`src/design/ucal_pkg.sv`:
```
// ----------------------------------------------------------------------------
// ucal_pkg
// Shared types and constants of the seconds-to-calendar converter.
// ----------------------------------------------------------------------------
package ucal_pkg;

  // Time of day as it travels down the pipeline.
  typedef struct packed {
    logic [4:0] hour;
    logic [5:0] minute;
    logic [5:0] second;
  } tod_t;

  // Whole days since the epoch together with the time of day.
  typedef struct packed {
    logic [15:0] days;
    tod_t        tod;
  } days_tod_t;

  // Complete result beat.
  typedef struct packed {
    logic [11:0] year;
    logic [3:0]  month;
    logic [4:0]  day;
    tod_t        tod;
  } date_time_t;

  // Division by 60: floor(x * M / 2^37) is exact for every 32-bit x.
  localparam logic [31:0] DIV60_MAGIC = 32'h8888_8889;
  localparam int          DIV60_SHIFT = 37;

  // Division by 3 for values below 2^18: floor(x * M / 2^20).
  localparam logic [18:0] DIV3_MAGIC = 19'd349526;
  localparam int          DIV3_SHIFT = 20;

  // Julian-day style date chain.
  localparam logic [18:0] DAY_BIAS_A    = 19'd102032;
  localparam logic [18:0] GREG_CYCLE    = 19'd146097;
  localparam logic [18:0] GREG_CYCLE_X2 = GREG_CYCLE << 1;
  localparam logic [21:0] JD_OFFSET     = 22'd2442113;
  localparam logic [25:0] YEAR_BIAS     = 26'd2442;
  localparam logic [21:0] DAYS_PER_YEAR = 22'd365;

  // Division by 7305 for values below 2^26: floor(x * M / 2^39).
  localparam logic [26:0] YEAR_MAGIC = 27'd75257470;
  localparam int          YEAR_SHIFT = 39;

  // floor(d * 1000 / 30601) for d below 2^9: floor(d * M / 2^34), with the
  // factor of 1000 folded into the reciprocal.
  localparam logic [29:0] MONTH_MAGIC = 30'd561416000;
  localparam int          MONTH_SHIFT = 34;

  localparam logic [3:0]  MONTH_WRAP    = 4'd13;
  localparam logic [12:0] YEAR_SUB_LOW  = 13'd4716;
  localparam logic [12:0] YEAR_SUB_HIGH = 13'd4715;

  // floor(e * 601 / 1000) for the month index e.
  function automatic logic [3:0] month_frac(input logic [3:0] e);
    logic [3:0] r;
    case (e)
      4'd0, 4'd1:   r = 4'd0;
      4'd2, 4'd3:   r = 4'd1;
      4'd4:         r = 4'd2;
      4'd5, 4'd6:   r = 4'd3;
      4'd7, 4'd8:   r = 4'd4;
      4'd9:         r = 4'd5;
      4'd10, 4'd11: r = 4'd6;
      4'd12, 4'd13: r = 4'd7;
      4'd14:        r = 4'd8;
      4'd15:        r = 4'd9;
      default:      r = 4'd0;
    endcase
    return r;
  endfunction

endpackage

```
`src/design/ucal_in_if.sv`:
```
// ----------------------------------------------------------------------------
// ucal_in_if
// Timestamp channel: one count of seconds since the epoch per beat.
// ----------------------------------------------------------------------------
interface ucal_in_if;
  logic        valid;
  logic        ready;
  logic [31:0] unix_seconds;

  modport source (output valid, output unix_seconds, input ready);
  modport sink   (input valid, input unix_seconds, output ready);
endinterface

```
`src/design/ucal_out_if.sv`:
```
// ----------------------------------------------------------------------------
// ucal_out_if
// Calendar channel: date and time of day per beat.
// ----------------------------------------------------------------------------
interface ucal_out_if;
  logic        valid;
  logic        ready;
  logic [11:0] year;
  logic [3:0]  month;
  logic [4:0]  day;
  logic [4:0]  hour;
  logic [5:0]  minute;
  logic [5:0]  second;

  modport source (output valid, output year, output month, output day,
                  output hour, output minute, output second, input ready);
  modport sink   (input valid, input year, input month, input day,
                  input hour, input minute, input second, output ready);
endinterface

```
`src/design/unix_seconds_to_calendar_core.sv`:
```
// ----------------------------------------------------------------------------
// unix_seconds_to_calendar_core
// Converts seconds since 1970-01-01 00:00 UTC into a Gregorian date and time.
// ----------------------------------------------------------------------------
// Usage:
//   in_ch carries one 32-bit unsigned seconds count per beat; out_ch returns
//   year, month, day, hour, minute and second for it, one beat per input
//   beat and in the same order. Both channels use valid/ready; a beat moves
//   on a rising edge with both high.
// Pipeline and throughput:
//   Ten register stages: four split off seconds, minutes and hours with
//   reciprocal multiplications, six run the day-number chain to the date.
//   One beat can enter in every cycle while out_ch takes its results.
// Stalls:
//   Every stage has its own valid bit and loads when it is empty or its beat
//   moves on, so bubbles close up while out_ch is held. in_ch.ready only
//   falls once all ten stages hold a beat and out_ch is not taking one.
// Reset:
//   rst_n (synchronous, active low) clears the valid bits and so empties the
//   pipeline; the data registers are not reset.
// ----------------------------------------------------------------------------
module unix_seconds_to_calendar_core import ucal_pkg::*; (
  input  logic clk,
  input  logic rst_n,
  ucal_in_if.sink    in_ch,
  ucal_out_if.source out_ch
);

  logic       mid_valid;
  logic       mid_ready;
  days_tod_t  mid_data;
  date_time_t res_data;

  ucal_tod_split u_tod_split (
    .clk       (clk),
    .rst_n     (rst_n),
    .in_valid  (in_ch.valid),
    .in_ready  (in_ch.ready),
    .in_secs   (in_ch.unix_seconds),
    .out_valid (mid_valid),
    .out_ready (mid_ready),
    .out_data  (mid_data)
  );

  ucal_date_calc u_date_calc (
    .clk       (clk),
    .rst_n     (rst_n),
    .in_valid  (mid_valid),
    .in_ready  (mid_ready),
    .in_data   (mid_data),
    .out_valid (out_ch.valid),
    .out_ready (out_ch.ready),
    .out_data  (res_data)
  );

  assign out_ch.year   = res_data.year;
  assign out_ch.month  = res_data.month;
  assign out_ch.day    = res_data.day;
  assign out_ch.hour   = res_data.tod.hour;
  assign out_ch.minute = res_data.tod.minute;
  assign out_ch.second = res_data.tod.second;

endmodule

```
`src/design/ucal_tod_split.sv`:
```
// ----------------------------------------------------------------------------
// ucal_tod_split
// Four-stage pipeline that splits seconds into days, hours, minutes, seconds.
// ----------------------------------------------------------------------------
module ucal_tod_split import ucal_pkg::*; (
  input  logic        clk,
  input  logic        rst_n,
  input  logic        in_valid,
  output logic        in_ready,
  input  logic [31:0] in_secs,
  output logic        out_valid,
  input  logic        out_ready,
  output days_tod_t   out_data
);

  localparam int Stages = 4;

  logic [Stages-1:0] vld_r;
  logic [Stages-1:0] adv;

  // A stage takes new contents when it is empty or its own beat moves on.
  always_comb begin
    adv[Stages-1] = !vld_r[Stages-1] || out_ready;
    for (int k = Stages - 2; k >= 0; k--) begin
      adv[k] = !vld_r[k] || adv[k+1];
    end
  end

  always_ff @(posedge clk) begin
    if (!rst_n) begin
      vld_r <= '0;
    end else begin
      if (adv[0]) begin
        vld_r[0] <= in_valid;
      end
      for (int k = 1; k < Stages; k++) begin
        if (adv[k]) begin
          vld_r[k] <= vld_r[k-1];
        end
      end
    end
  end

  assign in_ready  = adv[0];
  assign out_valid = vld_r[Stages-1];

  // Stage 1: minutes since the epoch.
  logic [63:0] s1_prod;
  logic [26:0] s1_q1_nxt, s1_q1_r;
  logic [5:0]  s1_t6_r;

  assign s1_prod   = 64'(in_secs) * 64'(DIV60_MAGIC);
  assign s1_q1_nxt = s1_prod[DIV60_SHIFT+26:DIV60_SHIFT];

  always_ff @(posedge clk) begin
    if (adv[0]) begin
      s1_q1_r <= s1_q1_nxt;
      s1_t6_r <= in_secs[5:0];
    end
  end

  // Stage 2: second of minute, hours since the epoch.
  // The remainder is below 64, so the low six bits of the operands suffice.
  logic [63:0] s2_prod;
  logic [20:0] s2_q2_nxt, s2_q2_r;
  logic [5:0]  s2_sec_nxt, s2_sec_r;
  logic [5:0]  s2_q1l_r;

  assign s2_prod    = 64'(s1_q1_r) * 64'(DIV60_MAGIC);
  assign s2_q2_nxt  = s2_prod[DIV60_SHIFT+20:DIV60_SHIFT];
  assign s2_sec_nxt = s1_t6_r - 6'(s1_q1_r[5:0] * 6'd60);

  always_ff @(posedge clk) begin
    if (adv[1]) begin
      s2_q2_r  <= s2_q2_nxt;
      s2_sec_r <= s2_sec_nxt;
      s2_q1l_r <= s1_q1_r[5:0];
    end
  end

  // Stage 3: minute of hour, days since the epoch (hours / 8 / 3).
  logic [36:0] s3_prod;
  logic [15:0] s3_days_nxt, s3_days_r;
  logic [5:0]  s3_min_nxt, s3_min_r;
  logic [5:0]  s3_sec_r;
  logic [4:0]  s3_q2l_r;

  assign s3_prod     = 37'(s2_q2_r[20:3]) * 37'(DIV3_MAGIC);
  assign s3_days_nxt = s3_prod[DIV3_SHIFT+15:DIV3_SHIFT];
  assign s3_min_nxt  = s2_q1l_r - 6'(s2_q2_r[5:0] * 6'd60);

  always_ff @(posedge clk) begin
    if (adv[2]) begin
      s3_days_r <= s3_days_nxt;
      s3_min_r  <= s3_min_nxt;
      s3_sec_r  <= s2_sec_r;
      s3_q2l_r  <= s2_q2_r[4:0];
    end
  end

  // Stage 4: hour of day.
  days_tod_t s4_nxt, s4_r;

  always_comb begin
    s4_nxt.days       = s3_days_r;
    s4_nxt.tod.hour   = s3_q2l_r - 5'(s3_days_r[4:0] * 5'd24);
    s4_nxt.tod.minute = s3_min_r;
    s4_nxt.tod.second = s3_sec_r;
  end

  always_ff @(posedge clk) begin
    if (adv[3]) begin
      s4_r <= s4_nxt;
    end
  end

  assign out_data = s4_r;

  a_tod_range: assert property (@(posedge clk) disable iff (!rst_n)
    out_valid |-> (out_data.tod.hour < 5'd24 && out_data.tod.minute < 6'd60 &&
                   out_data.tod.second < 6'd60))
    else $error("time of day out of range");

endmodule

```
`src/design/ucal_date_calc.sv`:
```
// ----------------------------------------------------------------------------
// ucal_date_calc
// Six-stage pipeline that turns days since the epoch into year, month, day.
// ----------------------------------------------------------------------------
module ucal_date_calc import ucal_pkg::*; (
  input  logic       clk,
  input  logic       rst_n,
  input  logic       in_valid,
  output logic       in_ready,
  input  days_tod_t  in_data,
  output logic       out_valid,
  input  logic       out_ready,
  output date_time_t out_data
);

  localparam int Stages = 6;

  logic [Stages-1:0] vld_r;
  logic [Stages-1:0] adv;

  always_comb begin
    adv[Stages-1] = !vld_r[Stages-1] || out_ready;
    for (int k = Stages - 2; k >= 0; k--) begin
      adv[k] = !vld_r[k] || adv[k+1];
    end
  end

  always_ff @(posedge clk) begin
    if (!rst_n) begin
      vld_r <= '0;
    end else begin
      if (adv[0]) begin
        vld_r[0] <= in_valid;
      end
      for (int k = 1; k < Stages; k++) begin
        if (adv[k]) begin
          vld_r[k] <= vld_r[k-1];
        end
      end
    end
  end

  assign in_ready  = adv[0];
  assign out_valid = vld_r[Stages-1];

  // Stage 1: century correction and Julian-style day number.
  // The quotient by the 400-year cycle is only ever 0, 1 or 2 here.
  logic [18:0] s1_v;
  logic [4:0]  s1_a;
  logic [21:0] s1_b_nxt, s1_b_r;
  tod_t        s1_tod_r;

  always_comb begin
    s1_v     = 19'({in_data.days, 2'b00}) + DAY_BIAS_A;
    s1_a     = 5'd15 + 5'(s1_v >= GREG_CYCLE) + 5'(s1_v >= GREG_CYCLE_X2);
    s1_b_nxt = 22'(in_data.days) + JD_OFFSET + 22'(s1_a) - 22'(s1_a >> 2);
  end

  always_ff @(posedge clk) begin
    if (adv[0]) begin
      s1_b_r   <= s1_b_nxt;
      s1_tod_r <= in_data.tod;
    end
  end

  // Stage 2: numerator of the year estimate, 20 * b - bias.
  logic [25:0] s2_x_nxt, s2_x_r;
  logic [21:0] s2_b_r;
  tod_t        s2_tod_r;

  assign s2_x_nxt = {s1_b_r, 4'b0000} + 26'({s1_b_r, 2'b00}) - YEAR_BIAS;

  always_ff @(posedge clk) begin
    if (adv[1]) begin
      s2_x_r   <= s2_x_nxt;
      s2_b_r   <= s1_b_r;
      s2_tod_r <= s1_tod_r;
    end
  end

  // Stage 3: year estimate by reciprocal multiplication.
  logic [52:0] s3_prod;
  logic [12:0] s3_c_nxt, s3_c_r;
  logic [21:0] s3_b_r;
  tod_t        s3_tod_r;

  assign s3_prod  = 53'(s2_x_r) * 53'(YEAR_MAGIC);
  assign s3_c_nxt = s3_prod[YEAR_SHIFT+12:YEAR_SHIFT];

  always_ff @(posedge clk) begin
    if (adv[2]) begin
      s3_c_r   <= s3_c_nxt;
      s3_b_r   <= s2_b_r;
      s3_tod_r <= s2_tod_r;
    end
  end

  // Stage 4: day within the March-based year.
  logic [21:0] s4_d_full;
  logic [8:0]  s4_d_r;
  logic [12:0] s4_c_r;
  tod_t        s4_tod_r;

  assign s4_d_full = s3_b_r - 22'(s3_c_r) * DAYS_PER_YEAR - 22'(s3_c_r >> 2);

  always_ff @(posedge clk) begin
    if (adv[3]) begin
      s4_d_r   <= s4_d_full[8:0];
      s4_c_r   <= s3_c_r;
      s4_tod_r <= s3_tod_r;
    end
  end

  // Stage 5: month index by reciprocal multiplication.
  logic [38:0] s5_prod;
  logic [3:0]  s5_e_nxt, s5_e_r;
  logic [8:0]  s5_d_r;
  logic [12:0] s5_c_r;
  tod_t        s5_tod_r;

  assign s5_prod  = 39'(s4_d_r) * 39'(MONTH_MAGIC);
  assign s5_e_nxt = s5_prod[MONTH_SHIFT+3:MONTH_SHIFT];

  always_ff @(posedge clk) begin
    if (adv[4]) begin
      s5_e_r   <= s5_e_nxt;
      s5_d_r   <= s4_d_r;
      s5_c_r   <= s4_c_r;
      s5_tod_r <= s4_tod_r;
    end
  end

  // Stage 6: day of month, and January and February move to the next year.
  logic [8:0]  s6_f_full;
  logic [12:0] s6_y_full;
  date_time_t  s6_nxt, s6_r;

  always_comb begin
    s6_f_full = s5_d_r - 9'(s5_e_r) * 9'd30 - 9'(month_frac(s5_e_r));
    if (s5_e_r <= MONTH_WRAP) begin
      s6_y_full    = s5_c_r - YEAR_SUB_LOW;
      s6_nxt.month = s5_e_r - 4'd1;
    end else begin
      s6_y_full    = s5_c_r - YEAR_SUB_HIGH;
      s6_nxt.month = s5_e_r - MONTH_WRAP;
    end
    s6_nxt.year = s6_y_full[11:0];
    s6_nxt.day  = s6_f_full[4:0];
    s6_nxt.tod  = s5_tod_r;
  end

  always_ff @(posedge clk) begin
    if (adv[5]) begin
      s6_r <= s6_nxt;
    end
  end

  assign out_data = s6_r;

  a_month_range: assert property (@(posedge clk) disable iff (!rst_n)
    out_valid |-> (out_data.month >= 4'd1 && out_data.month <= 4'd12))
    else $error("month out of range");

  a_day_range: assert property (@(posedge clk) disable iff (!rst_n)
    out_valid |-> (out_data.day >= 5'd1))
    else $error("day of month is zero");

  a_year_range: assert property (@(posedge clk) disable iff (!rst_n)
    out_valid |-> (out_data.year >= 12'd1970 && out_data.year <= 12'd2106))
    else $error("year out of range");

endmodule
```
`src/flat_wrapper.sv`:
```
// flat-port wrapper written by rule: the top's interface ports become plain ports
module unix_seconds_to_calendar_core_flat import ucal_pkg::*;
  (clk, rst_n, in_ch_valid, in_ch_unix_seconds, in_ch_ready, out_ch_valid, out_ch_year, out_ch_month, out_ch_day, out_ch_hour, out_ch_minute, out_ch_second, out_ch_ready);
  ucal_in_if in_ch_i ();
  ucal_out_if out_ch_i ();
  input  logic clk;
  input  logic rst_n;
  input wire logic [$bits(in_ch_i.valid)-1:0] in_ch_valid;
  input wire logic [$bits(in_ch_i.unix_seconds)-1:0] in_ch_unix_seconds;
  output wire logic [$bits(in_ch_i.ready)-1:0] in_ch_ready;
  output wire logic [$bits(out_ch_i.valid)-1:0] out_ch_valid;
  output wire logic [$bits(out_ch_i.year)-1:0] out_ch_year;
  output wire logic [$bits(out_ch_i.month)-1:0] out_ch_month;
  output wire logic [$bits(out_ch_i.day)-1:0] out_ch_day;
  output wire logic [$bits(out_ch_i.hour)-1:0] out_ch_hour;
  output wire logic [$bits(out_ch_i.minute)-1:0] out_ch_minute;
  output wire logic [$bits(out_ch_i.second)-1:0] out_ch_second;
  input wire logic [$bits(out_ch_i.ready)-1:0] out_ch_ready;
  assign in_ch_i.valid = in_ch_valid;
  assign in_ch_i.unix_seconds = in_ch_unix_seconds;
  assign in_ch_ready = in_ch_i.ready;
  assign out_ch_valid = out_ch_i.valid;
  assign out_ch_year = out_ch_i.year;
  assign out_ch_month = out_ch_i.month;
  assign out_ch_day = out_ch_i.day;
  assign out_ch_hour = out_ch_i.hour;
  assign out_ch_minute = out_ch_i.minute;
  assign out_ch_second = out_ch_i.second;
  assign out_ch_i.ready = out_ch_ready;
  unix_seconds_to_calendar_core u_core (.clk(clk), .rst_n(rst_n), .in_ch(in_ch_i), .out_ch(out_ch_i));
endmodule
```
`config.mk`:
```
export PLATFORM = sky130hd
export DESIGN_NAME = unix_seconds_to_calendar_core_flat
export DESIGN_NICKNAME = d
export VERILOG_FILES = /design/src/design/ucal_pkg.sv /design/src/design/ucal_in_if.sv /design/src/design/ucal_out_if.sv /design/src/design/unix_seconds_to_calendar_core.sv /design/src/design/ucal_tod_split.sv /design/src/design/ucal_date_calc.sv /design/src/flat_wrapper.sv
export SDC_FILE = /design/constraint.sdc
export NUM_CORES = 2
export LEC_CHECK = 0
export BUFFER_PORTS_ARGS = -buffer_cell sky130_fd_sc_hd__buf_2
export CAP_MARGIN = 0
export CORE_MARGIN = 5
export CORE_UTILIZATION = 50
export CTS_CLUSTER_DIAMETER = 40
export DETAILED_ROUTE_END_ITERATION = 12
export PLACE_DENSITY = 0.64
export SYNTH_ARGS = -nofsm -noshare
export SYNTH_HDL_FRONTEND = slang
export SYNTH_SLANG_ARGS = --single-unit
```
`constraint.sdc`:
```
create_clock -name clk -period 9.4 [get_ports clk]
set_clock_uncertainty 0.2 [all_clocks]
set_input_delay 0.94 -clock clk [delete_from_list [all_inputs] [get_ports clk]]
set_output_delay 0.94 -clock clk [all_outputs]
set_load 0.05 [all_outputs]
```
# Word-level counts from Yosys, hierarchy flattened
# Memory sizes are Yosys's and may differ from the RTL's. A register that Yosys moved wholly into a read port is not among the register bits.
# Index checks and enable logic that the tools add are counted.
[classes]
addsub = 19
multipliers = 10
magnitude_cmp = 3
mux = 3
n_reduce_logical = 20
[ops]
columns = ["cell", "n"]
rows = [
  ["multiplier 32 x 32 -> 64 bit (second input constant)", 1],
  ["multiplier 27 x 32 -> 58 bit (second input constant)", 1],
  ["multiplier 26 x 26 -> 51 bit (second input constant)", 1],
  ["multiplier 18 x 18 -> 35 bit (second input constant)", 1],
  ["multiplier 9 x 24 -> 32 bit (second input constant)", 1],
  ["adder 26 x 24 -> 26 bit", 1],
  ["subtractor 26 x 12 -> 26 bit (second input constant)", 1],
  ["subtractor 12 x 10 -> 12 bit (second input constant)", 2],
  ["adder 16 x 22 -> 22 bit (second input constant)", 1],
  ["adder 22 x 5 -> 22 bit", 1],
  ["subtractor 22 x 3 -> 22 bit", 1],
  ["adder 18 x 17 -> 19 bit (second input constant)", 1],
  ["greater-or-equal comparator 19 x 18 -> 1 bit (second input constant)", 1],
  ["greater-or-equal comparator 19 bit (second input constant)", 1],
  ["subtractor 9 bit", 2],
  ["multiplier 13 x 9 -> 9 bit (second input constant)", 1],
  ["multiplier 6 x 4 -> 4 bit (second input constant)", 2],
  ["two-way mux 12 bit", 1],
  ["subtractor 6 bit", 2],
  ["logical NOT 1 bit", 10],
  ["logical OR 1 bit", 10],
  ["subtractor 5 bit", 2],
  ["two-way mux 4 bit", 2],
  ["adder 4 x 1 -> 5 bit (first input constant)", 1],
  ["other kinds (7)", 7],
]
[totals]
ff_bits = 386
romBits = 64
inputBits = 36
wordCells = 110
mem_count = 1
[memory_table]
columns = ["name", "words", "width", "read_ports", "rd_ports_with_merged_regs", "write_ports", "line", "rtl"]
rows = [
  ["(name not given)", 16, 4, 1, 1, 0, "ucal_pkg.sv:60", "case (e)"],
]

# Logic depth before layout (Yosys ltp)
[depth]
ltp_word = 11
mapped_depth = 25
depth_no_buf = 25

# Modules after synthesis
# From an unflattened synthesis, not the netlist that was laid out.
[hier_totals]
hier_cells = 4688
area_unflattened_um2 = 51308.0
[modules_own_cells]
columns = ["mod", "n_inst", "cells_each", "area_per_inst_um2", "seq_area_each_um2"]
rows = [
  ["ucal_date_calc", 1, 2292, 25817.3, 7287.0],
  ["ucal_tod_split", 1, 2396, 25490.7, 4043.9],
]

# Least setup slack after synthesis
# OpenSTA, ideal clock, no wires.
[synth_path]
path_kind = "input -> register"
from = "input port in_ch_unix_seconds[1]"
to = "register u_core.u_tod_split.s1_q1_r[25], data pin"
setup_time_ns = 0.265
t_arrival_ns = 6.889
required_time_ns = 8.935
path_slack_ns = 2.046
path_stages = 25
n_path_buf = 0
cell_sequence = "ha_1 inv_1 fa_1 inv_1 fa_1 inv_1 fa_1 fa_1 inv_1 fa_1 inv_1 fa_1 inv_1 ha_1 a211oi_1 o21ai_0 o211ai_1 a31oi_1 a211oi_1 o211ai_1 a221oi_2 o31ai_1 a31oi_2 o21ai_0 xor2_1"
[synth_via]
elab_chain_cells = 1
[synth_lines]
columns = ["item", "line", "rtl"]
rows = [
  ["start, declared", "flat_wrapper.sv:9", "input wire logic [$bits(in_ch_i.unix_seconds)-1:0] in_ch_unix_seconds;"],
  ["multiplier 32 x 32 -> 64 bit", "ucal_tod_split.sv:52", "assign s1_prod = 64'(in_secs) * 64'(DIV60_MAGIC);"],
  ["via u_core.u_tod_split.s1_prod[62]", "ucal_tod_split.sv:48", "logic [63:0] s1_prod;"],
  ["end signal, assigned", "ucal_tod_split.sv:57", "s1_q1_r <= s1_q1_nxt;"],
  ["end, declared", "ucal_tod_split.sv:49", "logic [26:0] s1_q1_nxt, s1_q1_r;"],
]
# The timed path passes the listed nets, and every way through them passes these cells.
# A chain may end at the register's enable or synchronous reset.

# Worst setup path after layout
[layout_path]
from = "register u_core.u_date_calc.s2_x_r[23]"
to = "register u_core.u_date_calc.s3_c_r[11], data pin"
[layout_via]
elab_chain_cells = 1
[layout_lines]
columns = ["item", "line", "rtl"]
rows = [
  ["start, declared", "ucal_date_calc.sv:67", "logic [25:0] s2_x_nxt, s2_x_r;"],
  ["start signal, assigned", "ucal_date_calc.sv:75", "s2_x_r <= s2_x_nxt;"],
  ["multiplier 26 x 26 -> 51 bit", "ucal_date_calc.sv:87", "assign s3_prod = 53'(s2_x_r) * 53'(YEAR_MAGIC);"],
  ["via u_core.u_date_calc.s3_prod[50]", "ucal_date_calc.sv:82", "logic [52:0] s3_prod;"],
  ["end signal, assigned", "ucal_date_calc.sv:92", "s3_c_r <= s3_c_nxt;"],
  ["end, declared", "ucal_date_calc.sv:83", "logic [12:0] s3_c_nxt, s3_c_r;"],
]
# The timed path passes the listed nets, and every way through them passes these cells.

==> impl_metrics.yaml <==
synth:
  synthCells: 4584
  synthSimpleGateAreaFrac_pct: 3.46
  synth-edff-count: 368
  ys_types: 73
  synth_compound_area_share_pct: 5.69
  ys_ff_latch: 382
  synthAdderAreaFrac_pct: 54.6
  ys_seq_area_share_pct: 22.3
  synthesis.area_mm2: 0.0508
  avgSynthCellArea_um2: 11.1
  yosys_warnings: 0
  synth-xor-area-share_pct: 3.14
  synth_top_family_by_area: "adder cells"
  synth_flop_cell: "edfxtp_1"
  synthMuxAreaShare_pct: 0.185
  synthArstFlopShare_pct: 0
  syn-num-nets: 6404
final_layout:
  final_common_cell: "inv_1"
  syn2layout_area_growth_pct: 7.97
  final_cell_mix: "1422 x inv_1, 1064 x ha_1, 720 x fa_1"
  drive_above_1_share_pct: 4.22
  antenna_cells: 0
  num-nets-final: 6537
routing:
  drc_errors: 0
  avgRoutedWirePerCell_um: 16.8
  vias: 30500
  ant_nets: 0
  drtIter0Drc: 1174
  dr.pass1.iters: 5
  vias_per_cell: 4.98
  wirelength_mm: 103
critical_path:
  critPathTopFamily: "adder cells"
  cp_num_cells: 25
  rrSetupSlack_ns: 1.71
  worstPathRequired_ns: 9.57
  cpPeakStageDelay_ns: 0.80
  timing.critical_path.buf_inv: 6
  crit_arrival_ns: 7.86
  worstReg2RegStart: "u_core.u_date_calc.s2_x_r[23]"
  rr_worst_depth: 25
  r2r-end: "u_core.u_date_calc.s3_c_r[11]"
  cp-end-kind: "flop"
  path_class: "reg2reg"
  setup.worst_path.start_class: "flop"
  worstPathMaxFanout: 10
  crit_slowest_cell: "edfxtp_1"
clocking:
  cts-root-buf: "clkbuf_16"
  cts_made_buffers: 54
  cts_tree: "done"
  numClockSinks: 382
  clk_latency_ns: 0.62
  clkTransAtPathRegs_ns: 0.06
  ctsHoldBuffers: 0
  clockBufferDepth: 3
  post-cts-setup-buffers: 0
  h-tree-depth: 2
  post_cts_resized: 0
hold_path:
  hold_start: "u_core.u_tod_split.out_data[9]"
  hold_path_depth: 0
  hold_end: "u_core.u_date_calc.s1_tod_r[9]"
  min_path_type: "reg2reg"
sta:
  setup_tns_ns: 0
  period_share_pct: 81.8
  setup_viol: 0
  relSlewSlack_pct: 28.0
  fmax_ghz: 0.130
  grt_setup_unrepaired: "false"
  fin_crit_ns: 7.69
  worst_pin_slew_ns: 1.08
  finalHoldViolCount: 0
  drv_slew: 0
grt:
  grt_pass1_vias: 33000
  overflow: 0
  track_usage_pct: 19.8
  grt_first_pass_wirelength_mm: 171
  grt_max_degree: 50
  antenna_found_initial: 0
place:
  io_buffers: 75
  routabilityCongestion: 0.937
  hpwl_mm: 89.2
floorplan:
  die_h_um: 329
  dieArea_mm2: 0.108
  io_pins: 76
  rows: 117
  start_util_pct: 50.1
  die_x_um: 329
  core_area_mm2: 0.101
job:
  cap_violations: 0
outcome:
  status: "complete, no violations"
==> metrics by stage <==
| stage | setup slack [ns] | cells | hold slack (ns) | utilization, % | area, um2 |
|---|---|---|---|---|---|
| after floorplan | 2.05 | 4584 | 0.200 | - | 50800 |
| after global placement | 1.20 | 6029 | 0.200 | 52.2 | 52900 |
| after detailed placement | 1.20 | 6029 | 0.205 | 52.2 | 52900 |
| after CTS | 1.64 | 6130 | 0.178 | 54.1 | 54800 |
| after global routing | 1.21 | 6130 | 0.181 | 54.1 | 54800 |
| final | 1.71 | 6130 | 0.181 | 54.1 | 54800 |
==> worst max path at each step <==
stage / startpoint / to / slack (ns)
global route: u_core.u_date_calc.s2_x_r[19] / u_core.u_date_calc.s3_c_r[11] / 1.21
floorplan: in_ch_unix_seconds[1] / u_core.u_tod_split.s1_q1_r[25] / 2.05
CTS: u_core.u_date_calc.s2_x_r[23] / u_core.u_date_calc.s3_c_r[11] / 1.64
finish: u_core.u_date_calc.s2_x_r[23] / u_core.u_date_calc.s3_c_r[11] / 1.71
detailed placement: in_ch_unix_seconds[1] / u_core.u_tod_split.s1_q1_r[25] / 1.20
global placement: in_ch_unix_seconds[1] / u_core.u_tod_split.s1_q1_r[25] / 1.20
==> cell families after synthesis <==
group,Yosys count
buffers and inverters,1434
multiplexers,9
XOR/XNOR,182
adder cells (fa/ha/maj),1784
AO/OA/AOI/OAI,443
flip-flops,382
AND/OR/NAND/NOR,350
==> layout make-up <==
class	count	area [um2]
flip-flops and latches	382	11300
inverters	1424	5350
clock buffers	60	1390
clock inverters	41	507
well taps	1368	1710
repair buffers	87	465
fillers	8932	46500
multi-input cells	2768	34100
==> sequential cells by signal, summed over array words and instances (netlist names), 12 cells and up, named ones only <==
register and count:
u_core.u_tod_split.out_data 33, u_core.u_date_calc.s3_tod_r 17, u_core.u_date_calc.s5_c_r 12, u_core.u_date_calc.out_data 38
u_core.u_date_calc.s3_c_r 12, u_core.u_date_calc.s2_x_r 23, u_core.u_date_calc.s4_tod_r 17, u_core.u_tod_split.s3_days_r 16
u_core.u_date_calc.s5_tod_r 17, u_core.u_date_calc.s2_tod_r 17, u_core.u_tod_split.s2_q2_r 21, u_core.u_date_calc.s1_b_r 18
u_core.u_date_calc.s1_tod_r 17, u_core.u_date_calc.s4_c_r 12, u_core.u_tod_split.s1_q1_r 27
==> cells in the mapped netlist (14+ instances only) <==
library cell	number	area, um2
inv_1	1423	5340
a21o_1	62	465
nand2b_1	20	125
nand3_1	39	195
ha_1	1064	13300
nor3_1	28	140
nor2_1	87	327
and3_1	16	100
edfxtp_1	368	11100
o21a_1	30	225
dfxtp_1	14	280
fa_1	720	14400
a211oi_1	23	173
nand2_1	73	274
o21ai_0	74	370
xor2_1	60	526
o21bai_1	17	128
nand4_1	21	131
a21oi_1	135	676
xnor2_1	122	1070
nor2b_1	29	181
==> metal layers <==
metal | GRT usage (%) | wire, um
met4 | 4.45 | 2360
met2 | 34.5 | 50500
met1 | 26.8 | 46000
met3 | 2.44 | 3880
met5 | 0 | 0
Power is not shown: default switching activity piles up to over one toggle a cycle in this logic, so the estimate is an artifact.
